**config.mk**
```make
export PLATFORM = sky130hd
export DESIGN_NAME = descriptive_stats_engine
export DESIGN_NICKNAME = d
export VERILOG_FILES = /design/src/design/dse_pkg.sv /design/src/design/dse_front.sv /design/src/design/dse_div.sv /design/src/design/dse_back.sv /design/src/design/descriptive_stats_engine.sv
export SDC_FILE = /design/constraint.sdc
export NUM_CORES = 1
export LEC_CHECK = 0
export ABC_CLOCK_PERIOD_IN_PS = 4150
export BUFFER_PORTS_ARGS = -buffer_cell sky130_fd_sc_hd__buf_4
export CAP_MARGIN = 20
export CORE_MARGIN = 5
export CORE_UTILIZATION = 60
export CTS_CLUSTER_SIZE = 28
export DETAILED_ROUTE_END_ITERATION = 16
export GPL_TIMING_DRIVEN = 1
export PLACE_DENSITY = 0.8
export SYNTH_ARGS = -nofsm -noshare
export SYNTH_HDL_FRONTEND = slang
export SYNTH_SLANG_ARGS = --single-unit
```
**constraint.sdc**
```tcl
create_clock -name clk -period 4.15 [get_ports clk]
set_clock_uncertainty 0.2 [all_clocks]
set_input_delay 0.83 -clock clk [delete_from_list [all_inputs] [get_ports clk]]
set_output_delay 0.83 -clock clk [all_outputs]
set_load 0.005 [all_outputs]
```
**src/design/dse_pkg.sv**
```systemverilog
// shared constants, types and state codes of the statistics engine
package dse_pkg;

  localparam int MAX_ITEMS  = 32;
  localparam int DATA_WIDTH = 16;
  localparam int FRAC_BITS  = 8;

  localparam int CNT_W  = $clog2(MAX_ITEMS + 1);
  localparam int IDX_W  = $clog2(MAX_ITEMS);
  localparam int SUM_W  = DATA_WIDTH + CNT_W;
  localparam int DIVD_W = SUM_W + FRAC_BITS;
  localparam int STEP_W = $clog2(DIVD_W + 1);
  localparam int AVG_W  = 24;
  localparam int OCC_W  = 6;

  localparam int QDEPTH = 2;
  localparam int QPTR_W = $clog2(QDEPTH);
  localparam int QCNT_W = $clog2(QDEPTH + 1);

  typedef enum logic {
    KIND_LOAD,
    KIND_DROP
  } item_kind_t;

  typedef struct packed {
    logic [DATA_WIDTH-1:0] sample;
    logic                  last;
    item_kind_t            kind;
    logic [IDX_W-1:0]      idx;
  } queue_item_t;

  typedef enum logic [2:0] {
    ST_LOAD,
    ST_START,
    ST_SCAN,
    ST_DRAIN,
    ST_FETCH,
    ST_FINISH
  } back_state_t;

endpackage

```
**src/design/dse_front.sv**
```systemverilog
// front end: accepts items, classifies them against capacity, queues them
module dse_front (
  input  logic                                clk,
  input  logic                                rst,
  input  logic                                start,
  input  logic [dse_pkg::DATA_WIDTH-1:0]      sample,
  input  logic                                last_item,
  output logic                                busy,
  input  logic                                pop,
  output logic                                head_valid,
  output dse_pkg::queue_item_t                head
);

  dse_pkg::queue_item_t              q [dse_pkg::QDEPTH];
  logic [dse_pkg::QPTR_W-1:0]        wr_ptr;
  logic [dse_pkg::QPTR_W-1:0]        rd_ptr;
  logic [dse_pkg::QCNT_W-1:0]        qcnt;
  logic [dse_pkg::CNT_W-1:0]         fill;
  logic [dse_pkg::CNT_W-1:0]         fill_next;
  logic                              accept;
  logic                              do_pop;
  dse_pkg::queue_item_t              entry;

  assign busy       = (qcnt == dse_pkg::QCNT_W'(dse_pkg::QDEPTH));
  assign head_valid = (qcnt != '0);
  assign head       = q[rd_ptr];
  assign accept     = start && !busy;
  assign do_pop     = pop && head_valid;

  always_comb begin
    entry.sample = sample;
    entry.last   = last_item;
    entry.idx    = fill[dse_pkg::IDX_W-1:0];
    if (fill == dse_pkg::CNT_W'(dse_pkg::MAX_ITEMS)) begin
      entry.kind = dse_pkg::KIND_DROP;
    end else begin
      entry.kind = dse_pkg::KIND_LOAD;
    end
    fill_next = fill;
    if (accept) begin
      if (last_item) begin
        fill_next = '0;
      end else if (entry.kind == dse_pkg::KIND_LOAD) begin
        fill_next = fill + dse_pkg::CNT_W'(1);
      end
    end
  end

  always_ff @(posedge clk) begin
    if (accept) begin
      q[wr_ptr] <= entry;
    end
  end

  always_ff @(posedge clk) begin
    if (rst) begin
      wr_ptr <= '0;
      rd_ptr <= '0;
      qcnt   <= '0;
      fill   <= '0;
    end else begin
      fill <= fill_next;
      if (accept) begin
        wr_ptr <= wr_ptr + dse_pkg::QPTR_W'(1);
      end
      if (do_pop) begin
        rd_ptr <= rd_ptr + dse_pkg::QPTR_W'(1);
      end
      if (accept && !do_pop) begin
        qcnt <= qcnt + dse_pkg::QCNT_W'(1);
      end else if (!accept && do_pop) begin
        qcnt <= qcnt - dse_pkg::QCNT_W'(1);
      end
    end
  end

  a_fill_clears_on_last: assert property (@(posedge clk) disable iff (rst)
    accept && last_item |=> fill == '0)
    else $error("fill count not cleared after last item");

  a_fill_in_range: assert property (@(posedge clk) disable iff (rst)
    fill <= dse_pkg::CNT_W'(dse_pkg::MAX_ITEMS))
    else $error("fill count beyond capacity");

endmodule

```
**src/design/dse_div.sv**
```systemverilog
// restoring divider, one quotient bit per cycle, for the fixed-point mean
module dse_div (
  input  logic                            clk,
  input  logic                            rst,
  input  logic                            start,
  input  logic [dse_pkg::DIVD_W-1:0]      dividend,
  input  logic [dse_pkg::CNT_W-1:0]       divisor,
  output logic                            done,
  output logic [dse_pkg::DIVD_W-1:0]      quotient
);

  logic [dse_pkg::DIVD_W-1:0]  acc;
  logic [dse_pkg::CNT_W-1:0]   rem;
  logic [dse_pkg::CNT_W-1:0]   dvs;
  logic [dse_pkg::STEP_W-1:0]  step;
  logic                        running;
  logic [dse_pkg::CNT_W:0]     shifted;
  logic [dse_pkg::CNT_W:0]     diff;
  logic                        ge;

  assign shifted  = {rem, acc[dse_pkg::DIVD_W-1]};
  assign diff     = shifted - {1'b0, dvs};
  assign ge       = (shifted >= {1'b0, dvs});
  assign quotient = acc;

  always_ff @(posedge clk) begin
    if (start) begin
      acc <= dividend;
      rem <= '0;
      dvs <= divisor;
    end else if (running) begin
      acc <= {acc[dse_pkg::DIVD_W-2:0], ge};
      rem <= ge ? diff[dse_pkg::CNT_W-1:0] : shifted[dse_pkg::CNT_W-1:0];
    end
  end

  always_ff @(posedge clk) begin
    if (rst) begin
      running <= 1'b0;
      step    <= '0;
      done    <= 1'b0;
    end else begin
      done <= 1'b0;
      if (start) begin
        running <= 1'b1;
        step    <= '0;
      end else if (running) begin
        step <= step + dse_pkg::STEP_W'(1);
        if (step == dse_pkg::STEP_W'(dse_pkg::DIVD_W - 1)) begin
          running <= 1'b0;
          done    <= 1'b1;
        end
      end
    end
  end

endmodule

```
**src/design/dse_back.sv**
```systemverilog
// back end: value store, running max/min/sum, pairwise mode search, result
module dse_back (
  input  logic                                   clk,
  input  logic                                   rst,
  input  logic                                   head_valid,
  input  dse_pkg::queue_item_t                   head,
  output logic                                   pop,
  output logic                                   done,
  output logic signed [dse_pkg::DATA_WIDTH-1:0]  largest,
  output logic signed [dse_pkg::DATA_WIDTH-1:0]  smallest,
  output logic signed [dse_pkg::AVG_W-1:0]       average_fixed,
  output logic signed [dse_pkg::DATA_WIDTH-1:0]  most_frequent,
  output logic [dse_pkg::OCC_W-1:0]              mode_occurrences,
  output logic [dse_pkg::OCC_W-1:0]              set_size,
  output logic                                   capacity_exceeded
);

  dse_pkg::back_state_t                  state;
  dse_pkg::back_state_t                  state_next;

  logic [dse_pkg::DATA_WIDTH-1:0]        mem [dse_pkg::MAX_ITEMS];
  logic [dse_pkg::IDX_W-1:0]             addr_a;
  logic [dse_pkg::IDX_W-1:0]             addr_b;
  logic [dse_pkg::DATA_WIDTH-1:0]        rd_a;
  logic [dse_pkg::DATA_WIDTH-1:0]        rd_b;

  logic [dse_pkg::CNT_W-1:0]             count;
  logic signed [dse_pkg::DATA_WIDTH-1:0] rmax;
  logic signed [dse_pkg::DATA_WIDTH-1:0] rmin;
  logic signed [dse_pkg::SUM_W-1:0]      rsum;
  logic                                  ovf;
  logic signed [dse_pkg::DATA_WIDTH-1:0] s;

  logic [dse_pkg::IDX_W-1:0]             ii;
  logic [dse_pkg::IDX_W-1:0]             jj;
  logic [dse_pkg::IDX_W-1:0]             pi;
  logic                                  pv;
  logic                                  pend;
  logic                                  row_end;
  logic                                  scan_end;
  logic [dse_pkg::CNT_W-1:0]             later;
  logic [dse_pkg::CNT_W-1:0]             later_sum;
  logic [dse_pkg::CNT_W-1:0]             best_cnt;
  logic [dse_pkg::IDX_W-1:0]             best_idx;

  logic                                  div_start;
  logic                                  div_done;
  logic                                  div_flag;
  logic [dse_pkg::DIVD_W-1:0]            dividend;
  logic [dse_pkg::DIVD_W-1:0]            quotient;
  logic                                  sum_neg;
  logic [dse_pkg::SUM_W-1:0]             sum_mag;
  logic [dse_pkg::AVG_W-1:0]             q_ext;
  logic                                  finish;

  assign s        = $signed(head.sample);
  assign sum_neg  = rsum[dse_pkg::SUM_W-1];
  assign sum_mag  = sum_neg ? -rsum : rsum;
  assign dividend = dse_pkg::DIVD_W'(sum_mag) << dse_pkg::FRAC_BITS;
  assign q_ext    = dse_pkg::AVG_W'(quotient);
  assign row_end  = (dse_pkg::CNT_W'(jj) == count - dse_pkg::CNT_W'(1));
  assign scan_end = row_end && (dse_pkg::CNT_W'(ii) == count - dse_pkg::CNT_W'(2));
  assign later_sum = later + dse_pkg::CNT_W'(rd_a == rd_b);
  assign addr_a   = (state == dse_pkg::ST_SCAN) ? ii : best_idx;
  assign addr_b   = jj;
  assign finish   = (state == dse_pkg::ST_FINISH) && div_flag;

  always_ff @(posedge clk) begin
    if (rst) begin
      state <= dse_pkg::ST_LOAD;
    end else begin
      state <= state_next;
    end
  end

  always_comb begin
    state_next = state;
    pop        = 1'b0;
    div_start  = 1'b0;
    unique case (state)
      dse_pkg::ST_LOAD: begin
        if (head_valid) begin
          pop = 1'b1;
          if (head.last) begin
            state_next = dse_pkg::ST_START;
          end
        end
      end
      dse_pkg::ST_START: begin
        div_start = 1'b1;
        if (count == dse_pkg::CNT_W'(1)) begin
          state_next = dse_pkg::ST_FETCH;
        end else begin
          state_next = dse_pkg::ST_SCAN;
        end
      end
      dse_pkg::ST_SCAN: begin
        if (scan_end) begin
          state_next = dse_pkg::ST_DRAIN;
        end
      end
      dse_pkg::ST_DRAIN: begin
        state_next = dse_pkg::ST_FETCH;
      end
      dse_pkg::ST_FETCH: begin
        state_next = dse_pkg::ST_FINISH;
      end
      dse_pkg::ST_FINISH: begin
        if (div_flag) begin
          state_next = dse_pkg::ST_LOAD;
        end
      end
      default: begin
        state_next = dse_pkg::ST_LOAD;
      end
    endcase
  end

  // value store
  always_ff @(posedge clk) begin
    if (pop && head.kind == dse_pkg::KIND_LOAD) begin
      mem[head.idx] <= head.sample;
    end
    rd_a <= mem[addr_a];
    rd_b <= mem[addr_b];
  end

  // running statistics
  always_ff @(posedge clk) begin
    if (rst) begin
      count <= '0;
      rmax  <= '0;
      rmin  <= '0;
      rsum  <= '0;
      ovf   <= 1'b0;
    end else if (finish) begin
      count <= '0;
      rmax  <= '0;
      rmin  <= '0;
      rsum  <= '0;
      ovf   <= 1'b0;
    end else if (pop) begin
      if (head.kind == dse_pkg::KIND_LOAD) begin
        if (count == '0) begin
          rmax <= s;
          rmin <= s;
        end else begin
          if (s > rmax) begin
            rmax <= s;
          end
          if (s < rmin) begin
            rmin <= s;
          end
        end
        rsum  <= rsum + dse_pkg::SUM_W'(s);
        count <= count + dse_pkg::CNT_W'(1);
      end else begin
        ovf <= 1'b1;
      end
    end
  end

  // pairwise mode search, one compare per cycle
  always_ff @(posedge clk) begin
    if (rst) begin
      pv <= 1'b0;
    end else begin
      pv <= (state == dse_pkg::ST_SCAN);
    end
  end

  always_ff @(posedge clk) begin
    pend <= row_end;
    pi   <= ii;
    if (state == dse_pkg::ST_START) begin
      ii       <= '0;
      jj       <= dse_pkg::IDX_W'(1);
      later    <= '0;
      best_cnt <= '0;
      best_idx <= '0;
    end else begin
      if (state == dse_pkg::ST_SCAN) begin
        if (row_end) begin
          ii <= ii + dse_pkg::IDX_W'(1);
          jj <= ii + dse_pkg::IDX_W'(2);
        end else begin
          jj <= jj + dse_pkg::IDX_W'(1);
        end
      end
      if (pv) begin
        if (pend) begin
          later <= '0;
          if (later_sum > best_cnt) begin
            best_cnt <= later_sum;
            best_idx <= pi;
          end
        end else begin
          later <= later_sum;
        end
      end
    end
  end

  always_ff @(posedge clk) begin
    if (rst) begin
      div_flag <= 1'b0;
    end else if (div_start) begin
      div_flag <= 1'b0;
    end else if (div_done) begin
      div_flag <= 1'b1;
    end
  end

  dse_div u_div (
    .clk      (clk),
    .rst      (rst),
    .start    (div_start),
    .dividend (dividend),
    .divisor  (count),
    .done     (div_done),
    .quotient (quotient)
  );

  // result registers
  always_ff @(posedge clk) begin
    if (rst) begin
      done <= 1'b0;
    end else begin
      done <= finish;
    end
  end

  always_ff @(posedge clk) begin
    if (finish) begin
      largest           <= rmax;
      smallest          <= rmin;
      average_fixed     <= sum_neg ? -q_ext : q_ext;
      most_frequent     <= $signed(rd_a);
      mode_occurrences  <= dse_pkg::OCC_W'(best_cnt + dse_pkg::CNT_W'(1));
      set_size          <= dse_pkg::OCC_W'(count);
      capacity_exceeded <= ovf;
    end
  end

  a_store_index: assert property (@(posedge clk) disable iff (rst)
    pop && head.kind == dse_pkg::KIND_LOAD |-> dse_pkg::CNT_W'(head.idx) == count)
    else $error("store index out of step with count");

  a_result_nonempty: assert property (@(posedge clk) disable iff (rst)
    done |-> set_size != '0)
    else $error("result over an empty set");

  a_cleared_after_result: assert property (@(posedge clk) disable iff (rst)
    done |-> count == '0 && !ovf && rsum == '0)
    else $error("state not cleared after result");

  a_no_pop_while_busy: assert property (@(posedge clk) disable iff (rst)
    state != dse_pkg::ST_LOAD |-> !pop)
    else $error("item taken during result computation");

endmodule

```
**src/design/descriptive_stats_engine.sv**
```systemverilog
// top level of the min/max/mean/mode statistics engine
// an item is queued at the accepting edge and, unless beyond capacity, stored from the queue head
// while the back end loads; done rises once the last item of an n-value set has left the queue
// and both the mode search (one store compare per cycle) and the divider (one quotient bit per
// cycle) have finished; busy rises only when the queue is full
// rst is synchronous and clears queue, counts, running statistics and flags; done cannot stall
module descriptive_stats_engine (
  input  logic                                   clk,
  input  logic                                   rst,
  input  logic                                   start,
  output logic                                   busy,
  input  logic signed [dse_pkg::DATA_WIDTH-1:0]  sample,
  input  logic                                   last_item,
  output logic                                   done,
  output logic signed [dse_pkg::DATA_WIDTH-1:0]  largest,
  output logic signed [dse_pkg::DATA_WIDTH-1:0]  smallest,
  output logic signed [dse_pkg::AVG_W-1:0]       average_fixed,
  output logic signed [dse_pkg::DATA_WIDTH-1:0]  most_frequent,
  output logic [dse_pkg::OCC_W-1:0]              mode_occurrences,
  output logic [dse_pkg::OCC_W-1:0]              set_size,
  output logic                                   capacity_exceeded
);

  logic                  pop;
  logic                  head_valid;
  dse_pkg::queue_item_t  head;

  dse_front u_front (
    .clk        (clk),
    .rst        (rst),
    .start      (start),
    .sample     (sample),
    .last_item  (last_item),
    .busy       (busy),
    .pop        (pop),
    .head_valid (head_valid),
    .head       (head)
  );

  dse_back u_back (
    .clk               (clk),
    .rst               (rst),
    .head_valid        (head_valid),
    .head              (head),
    .pop               (pop),
    .done              (done),
    .largest           (largest),
    .smallest          (smallest),
    .average_fixed     (average_fixed),
    .most_frequent     (most_frequent),
    .mode_occurrences  (mode_occurrences),
    .set_size          (set_size),
    .capacity_exceeded (capacity_exceeded)
  );

endmodule
```
==> results of run 1 <==
[per-layer routing]
| metal | vias up | GRT usage (%) | share of wire [%] |
|---|---|---|---|
| met2 | 1885 | 46.6 | 46 |
| li1 | 11800 | - | - |
| met5 | - | 0 | 0.026 |
| met1 | 13500 | 41.8 | 37 |
| met4 | 4 | 9.29 | 2.8 |
| met3 | 265 | 8.95 | 14 |
[worst paths after layout]
path,start,endpoint,slack [ns],depth (start not counted)
worst min register to register,u_back.rmin[10],u_back.smallest[10],0.24,0
worst max register to register,u_back.state[0],u_back.rd_a[11],0.22,9
worst min-delay path,sample[6],u_front.q[1][13],0.18,1
worst max-delay path,u_back.state[0],u_back.rd_a[11],0.22,9
[power by group]
group	switching [uW]	internal, uW	leakage [uW]
clock	3270	4420	0.00137
sequential	765	10300	0.00740
combinational	4400	3120	0.00678
[registers in the layout, summed over array words and instances (netlist names), 6 cells and up, named ones only]
name and cells:
u_back.count 6, u_back.rmin 16, u_back.largest 16, u_back.u_div.dvs 6, u_back.smallest 16, u_front.q 46, u_back.mode_occurrences 6, u_back.u_div.rem 6
u_back.u_div.quotient 30, u_back.mem 512, u_back.rd_a 16, u_front.fill 6, u_back.rsum 22, u_back.average_fixed 24, u_back.set_size 6, u_back.best_cnt 6
u_back.later 6, u_back.rmax 16, u_back.rd_b 16, u_back.most_frequent 16
[layout by cell type (no fill, tap or decap), types with 10 or more instances in the layout]
master,Yosys,routed
edfxtp_1,671,671
nand2_1,540,540
buf_4,4,232
nand3_1,172,172
mux4_2,160,160
dfxtp_1,164,160
nor2_1,160,159
o21ai_0,98,97
clkbuf_16,0,90
ha_1,84,84
inv_1,79,78
a21oi_1,76,76
xnor2_1,74,74
and3_1,67,67
a211oi_1,61,61
nand4_1,46,46
mux2i_1,46,45
xor2_1,38,38
mux2_2,38,36
a31oi_1,35,35
and2_1,32,32
nor3_1,21,21
nor4_1,21,19
clkbuf_1,101,19
o31ai_1,17,17
a21boi_0,17,17
clkinv_2,0,17
nor2b_1,17,16
a32oi_1,16,16
nand2b_1,14,12
a21o_1,12,12
buf_12,0,11
or3_1,10,10
o211ai_1,10,10
[cell families after synthesis]
group,Yosys count
flops,835
mux,246
simple gates,1140
buf+inv,263
fa+ha+maj,86
compound gates,401
xor+xnor,112
[cell type report]
class                      instances  area (sq um)
sequential                       835         23400
tap                              855          1070
timing repair buffer             244          1990
clock inverter                    48           438
inverter                          79           298
fill                            4310         20200
clock buffer                     112          2360
multi-input combinational       1985         14500
[stage by stage]
step	area, sq um	worst slack, ns	total power (uW)	hold WS (ns)
after CTS	44100	0.00557	26300	0.151
final	44100	0.217	26300	0.179
after floorplan	38900	0.594	16200	0.149
after global routing	44100	0.00484	27400	0.169
after global placement	41300	0.0590	18300	0.228
after detailed placement	41300	0.0429	18600	0.226
==> run summary, run 1 <==
After the last flow step, the layout net total stands at 3337. The count of nets left with antenna violations once routing finished came out at 0. Based on the critical path, the design can be clocked at up to 254 MHz. In this run the clock root is driven by a clkbuf_16. After the first detailed-routing iteration, the DRC count stood at 4287. Counting every instance in the synthesized netlist gives 3083. The share of the clock period used by the worst path after layout was 94.8%; the first-pass GRT wire length was 163000 um. The global route total overflow came out at 0. STA classifies the critical path endpoint as a flip-flop. The final route contains 27.5k vias.

The repair_antennas step left the layout with diodes totalling 0. The congestion estimate from routability-driven global placement came to 0.911. For the sequential area share after synthesis, the log shows 60.2%. Walking the worst path, the cells encountered are or3b_1 > mux2_8 > buf_4 > nand2_1 > and3_1 > o21ai_0 > o211ai_1 > nor4_2 > buf_4. The cell repeated most along the worst path was buf_4.

Clock-pin slew was measured on the worst setup and hold paths at 0.06 ns. The maximum single-stage delay on the critical path works out to 0.66 ns. The logs give 0 for the number of endpoints with negative hold slack in the final report and 30.1% for the total routing resource utilization after global routing.

The headroom to the max-slew limit was 32.7%; the count of buffer and inverter cells on the critical path was 2. The post-synthesis share of cell area spent on full adders, half adders and majority gates was 2.80%. Once layout is complete, the utilization of the core stands at 68.5%.

In this run the power density over the cells is 597 nW/um^2. The number of antenna violations at the first check in global routing came out at 4. In this run, synthesis inferred 671 flip-flops with an integrated enable.

The via density per instance was 6.60. By instance count, the leading cell after synthesis is edfxtp_1. Counting flops and latches in the post-synthesis netlist gives 835. The synthesized-area fraction occupied by ao, oa, aoi and oai cells was 6.71%. The routed design has 108000 um of wire. The vertical die dimension is 265 um.

In this run the cell area of the synthesized design comes to 38900 sq um. The run gives 0 as the number of instances resized during post-cts repair. The class of the most critical hold timing path is in2reg.

The clock reaches the later pin of the worst-skew pair after 0.65 ns. The routed length per instance works out to 25.9 um. By count the netlist is led by 671 x edfxtp_1, 540 x nand2_1, 172 x nand3_1. For the pin with the worst max-slew slack, the measured transition is 1.01 ns. Yosys attributes the largest share of cell area to edfxtp_1 52%, mux4_2 9.3%, dfxtp_1 8.4%.

Each instance of the synthesized netlist takes up on average 12.6 sq um. Entering global routing, the biggest net connects 91 pins. TritonCTS built the clock tree. The logs give 835 for the clock net sink count and 0 ns for the total negative slack. After clock tree synthesis, the flow added hold-fix buffers numbering 0. The dominant combinational cell family by area after synthesis is simple AND/OR/NAND/NOR gates. The logs give 3 for the deepest clock path buffer count and 3 for the H-tree level count. The cell type with the largest total area after synthesis is edfxtp_1. The logs give 4158 for the number of standard cells in the final layout excluding fillers and 64300 sq um for the core footprint. The top fanout value on the critical path is 59. The via count of the first global-routing pass was 27.0k. The share of flip-flops with an asynchronous set or reset is 0%.

The number of placed instances, taps included was 3998. The standby leakage power was 0.0156 uW. The maximum ir drop on the vdd rail is 0.408 mV.

The most instantiated flip-flop cell in the synthesis netlist is edfxtp_1. Max-cap violations in this run came to 0. The layout cell share with drive strength beyond 1 was 18.1%; the layout overhead on the synthesized area was 13.3%.

The initial utilization of the core area, before any placement, comes to 60.5%. The total count of max-transition violations in the final report was 0. For this run, the number of Yosys warnings is 0. The unique cell type count in the Yosys netlist is 71. On the critical path the largest part of the delay comes from simple AND/OR/NAND/NOR gates. Setup violations remaining at the end of the flow were counted as 0. The simple logic cell fraction of the synthesized area came out at 13.4%.

The run finished with clean final reports. The post-detailed-route DRC marker count came out at 0. For the sum of net half-perimeters after detailed placement, the log shows 72000 um. The number of detailed-routing iterations run before antenna repair is 6. During placement, the flow inserted port buffers numbering 106. In this run, CTS created clock tree buffers numbering 86. In this run the core area contains 93 standard-cell rows. Post-CTS timing repair inserted 0 buffers for setup. Critical path arrival: 4.30 ns. The xor/xnor cell area share of the yosys netlist is 2.52%, and the die width is 265 um.

The worst path needs 3.93 ns of the cycle, external delays included. During I/O placement, the number of pins put on the boundary was 107. The number of nets handed over by synthesis was 3189.

For the worst setup path, the data required time is 4.52 ns. The worst setup path is of the reg2reg kind. Setup repair after global routing left no endpoint under its margin. On the critical path, the stage with the largest delay is an instance of mux2_8. The nature of the critical path startpoint is a flip-flop. Multiplexer cells account for 11.6% of the synthesized area. The area share of the leading cell type in the synthesized netlist came out at 51.8%. The die covers 70100 sq um.
Note: power is estimated with default switching activity, not from simulation.
==> run 2, diff against run 1 <==
--- a/config.mk
+++ b/config.mk
@@ -5,15 +5,15 @@
 export SDC_FILE = /design/constraint.sdc
 export NUM_CORES = 1
 export LEC_CHECK = 0
-export ABC_CLOCK_PERIOD_IN_PS = 4150
+export ABC_CLOCK_PERIOD_IN_PS = 4550
 export BUFFER_PORTS_ARGS = -buffer_cell sky130_fd_sc_hd__buf_4
 export CAP_MARGIN = 20
 export CORE_MARGIN = 5
-export CORE_UTILIZATION = 60
+export CORE_UTILIZATION = 61
 export CTS_CLUSTER_SIZE = 28
 export DETAILED_ROUTE_END_ITERATION = 16
 export GPL_TIMING_DRIVEN = 1
-export PLACE_DENSITY = 0.8
+export PLACE_DENSITY = 0.78
 export SYNTH_ARGS = -nofsm -noshare
 export SYNTH_HDL_FRONTEND = slang
 export SYNTH_SLANG_ARGS = --single-unit
==> constraint.sdc (replaced) <==
create_clock -name clk -period 4.55 [get_ports clk]
set_clock_uncertainty 0.2 [all_clocks]
set_input_delay 0.91 -clock clk [delete_from_list [all_inputs] [get_ports clk]]
set_output_delay 0.91 -clock clk [all_outputs]
set_load 0.005 [all_outputs]
==> run 2 against run 1 <==
Net effect:
- core utilization is 1.2 points higher
- worst setup slack worse by 0.080 ns
- first-iteration DRC count is 7.6% lower
- non-clock buffer count is 30 lower
- flip-flop and latch count stayed put
- count of clock-buffer cells in the layout stayed put
- clock power is 4.4% lower
- sequential power is 8% lower
- sequential share of layout area is 0.11 points higher
- largest power group unchanged
==> run summary, run 2 (synthesized netlist as in run 1, its figures left out) <==
At the end of the flow, the number of nets in the layout was 3309. From synthesis to final layout, the design area changed by 13.1%. The floorplan step set the die height to 263 um. The starting density of the core was 61.7%; the final design instance area without fill was 44000 sq um.

The first TritonRoute pass finished after 9 iterations. The HPWL after detailed placement is 71300 um. TritonCTS built the clock tree. The congestion estimate from routability-driven global placement came to 0.927. The run finished with clean final reports.

Across the run, the number of max-cap violations was 0. Clock latency on the worst-skew pair: 0.64 ns. In this run the tightest slew margin relative to its limit is 24.9%. The type of the worst setup path was reg2reg. Post-CTS clock slew at the launch and capture registers of the worst setup and hold paths: 0.06 ns. The power per standard cell area was 551 nW/um^2; the shortest clock period the worst path allows after layout was 4.41 ns. The layout cell share with drive strength beyond 1 works out to 17.3%. Most common cell after layout, fill and taps aside: edfxtp_1. Of all nets on the critical path, the largest fanout is 48. The analysis attributes to cell leakage a power of 0.0155 uW.

Entering global routing, the biggest net connects 112 pins. The count of nets left with antenna violations after detail routing was 0. The logs give 63100 sq um for the core footprint and 23400 sq um for the sequential cell area in the final layout. The tree is rooted in a clkbuf_16.

After filler insertion, the fill cell instance count of the layout stands at 4160. Hold timing on the final database bottoms out at a slack of 0.236 ns. The routed layout has 27.6k vias. The number of stages on the worst hold path was 0; the total count of max-transition violations in the final report was 0. Kind of end point of the critical path: a flip-flop.

The first global-routing pass estimated 162000 um of wire. The flip-flop count of the largest register after layout was 512. Setup repair after global routing left no endpoint under its margin.

Dividing the detail-routed wire length by the instance count gives 26.4 um. In this run the core area contains 92 standard-cell rows. The total routing resource utilization after global routing is 30.2%, and the utilization of the core after routing is 69.8%. In this run, CTS created clock tree buffers numbering 87. Summed over all failing endpoints, the final setup total negative slack is 0 ns. In this run the horizontal extent of the chip is 263 um. In the routed layout, each cell is associated on average with a via count of 6.70. 0 antenna diodes ended up in the layout. Static timing analysis puts the maximum clock frequency at 227 MHz.

The tools report the nature of the critical path startpoint as a flip-flop. Wires add up to 109000 um. The run gives 6 as the number of antenna violations at the first check in global routing. The multi-input combinational cells in the finished layout cover a total of 14500 sq um.

After global routing the overflow that remains totals 0. After the first detailed-routing iteration, the DRC count stood at 3962. The area of placed instances is 41000 sq um, and the final count of negative-setup-slack endpoints is 0.

Hold repair after CTS inserted 0 buffers. The top cell types in the final layout, fill and taps aside, are 671 x edfxtp_1, 540 x nand2_1, 202 x buf_4. For the number of endpoints with negative hold slack in the final report, the log shows 0. The post-detailed-route DRC marker count was 0.

At the worst endpoint, the required time is 4.87 ns. The run gives 68900 sq um as the area of the die. During placement, the flow inserted port buffers numbering 106. For the maximum ir drop on the vdd rail, the log shows 0.401 mV. The worst register-to-register path has a depth of 8.

The register with the highest flop count is u_back.mem. The count of pins on the block boundary is 107, and the clock net sink count is 835. The class of the most critical hold timing path was reg2reg. The H-tree level count was 3; the deepest clock path buffer count was 3. The transition time at the pin with the least slew margin works out to 1.12 ns.

The run gives 26.8k as the via count of the first global-routing pass. After layout, the worst path uses 97.0% of the clock period. Data arrives at the worst endpoint at 4.73 ns.
-- run 2: critical path, stage by stage (launching register included) --
cell     delay [ns]
dfxtp_1        0.56
or3b_1         0.92
mux2i_4        0.45
buf_12         0.29
nand2_1        0.08
and3_1         0.17
o21ai_0        0.72
nand4_1        0.53
nor4_1         0.36
-- run 2: metrics by stage --
step	worst slack, ns	total power (uW)	cells
finish	0.138	24300	4122
global route	0.0336	25200	4122
global placement	0.592	16600	3957
CTS	0.258	24100	4119
floorplan	0.994	14800	3083
detailed placement	0.325	16800	3957
-- run 2: final timing paths --
path | start | end | slack, ns
setup / recovery | u_back.state[2] | u_back.rd_a[1] | 0.14
setup reg to reg | u_back.state[2] | u_back.rd_a[1] | 0.14
hold reg to reg | u_back.rmin[10] | u_back.smallest[10] | 0.24
hold / removal | u_back.rmin[10] | u_back.smallest[10] | 0.24
-- run 2: repair_timing --
| action | CTS | global route |
|---|---|---|
| resized for setup | 0 | 1 |
| endpoints found under the setup margin | 0 | 3 |
| setup buffers | 0 | 0 |
-- run 2: report_power, final --
group / internal (uW) / leakage, uW / switching [uW]
Clock: 4370 / 0.00144 / 2980
Combinational: 2800 / 0.00664 / 3960
Sequential: 9440 / 0.00740 / 724
Total: 16600 / 0.0155 / 7660
-- run 2: area by class of cell --
cell class              instances  share of cell area, %
multi-input cells            1986                   32.9
clock buffers                 112                   5.37
well taps                     846                   2.40
inverters                      79                  0.676
flip-flops and latches        835                   53.3
repair buffers                214                   4.02
clock inverters                50                   1.32
-- run 2: per-layer routing --
metal | track usage [%] | vias to the layer above | routed length, um
met4 | 9.38 | 10 | 3590
met1 | 42.6 | 13500 | 40700
met5 | 0 | - | 51
li1 | - | 11800 | -
met3 | 9.37 | 309 | 15600
met2 | 46.0 | 2026 | 48900
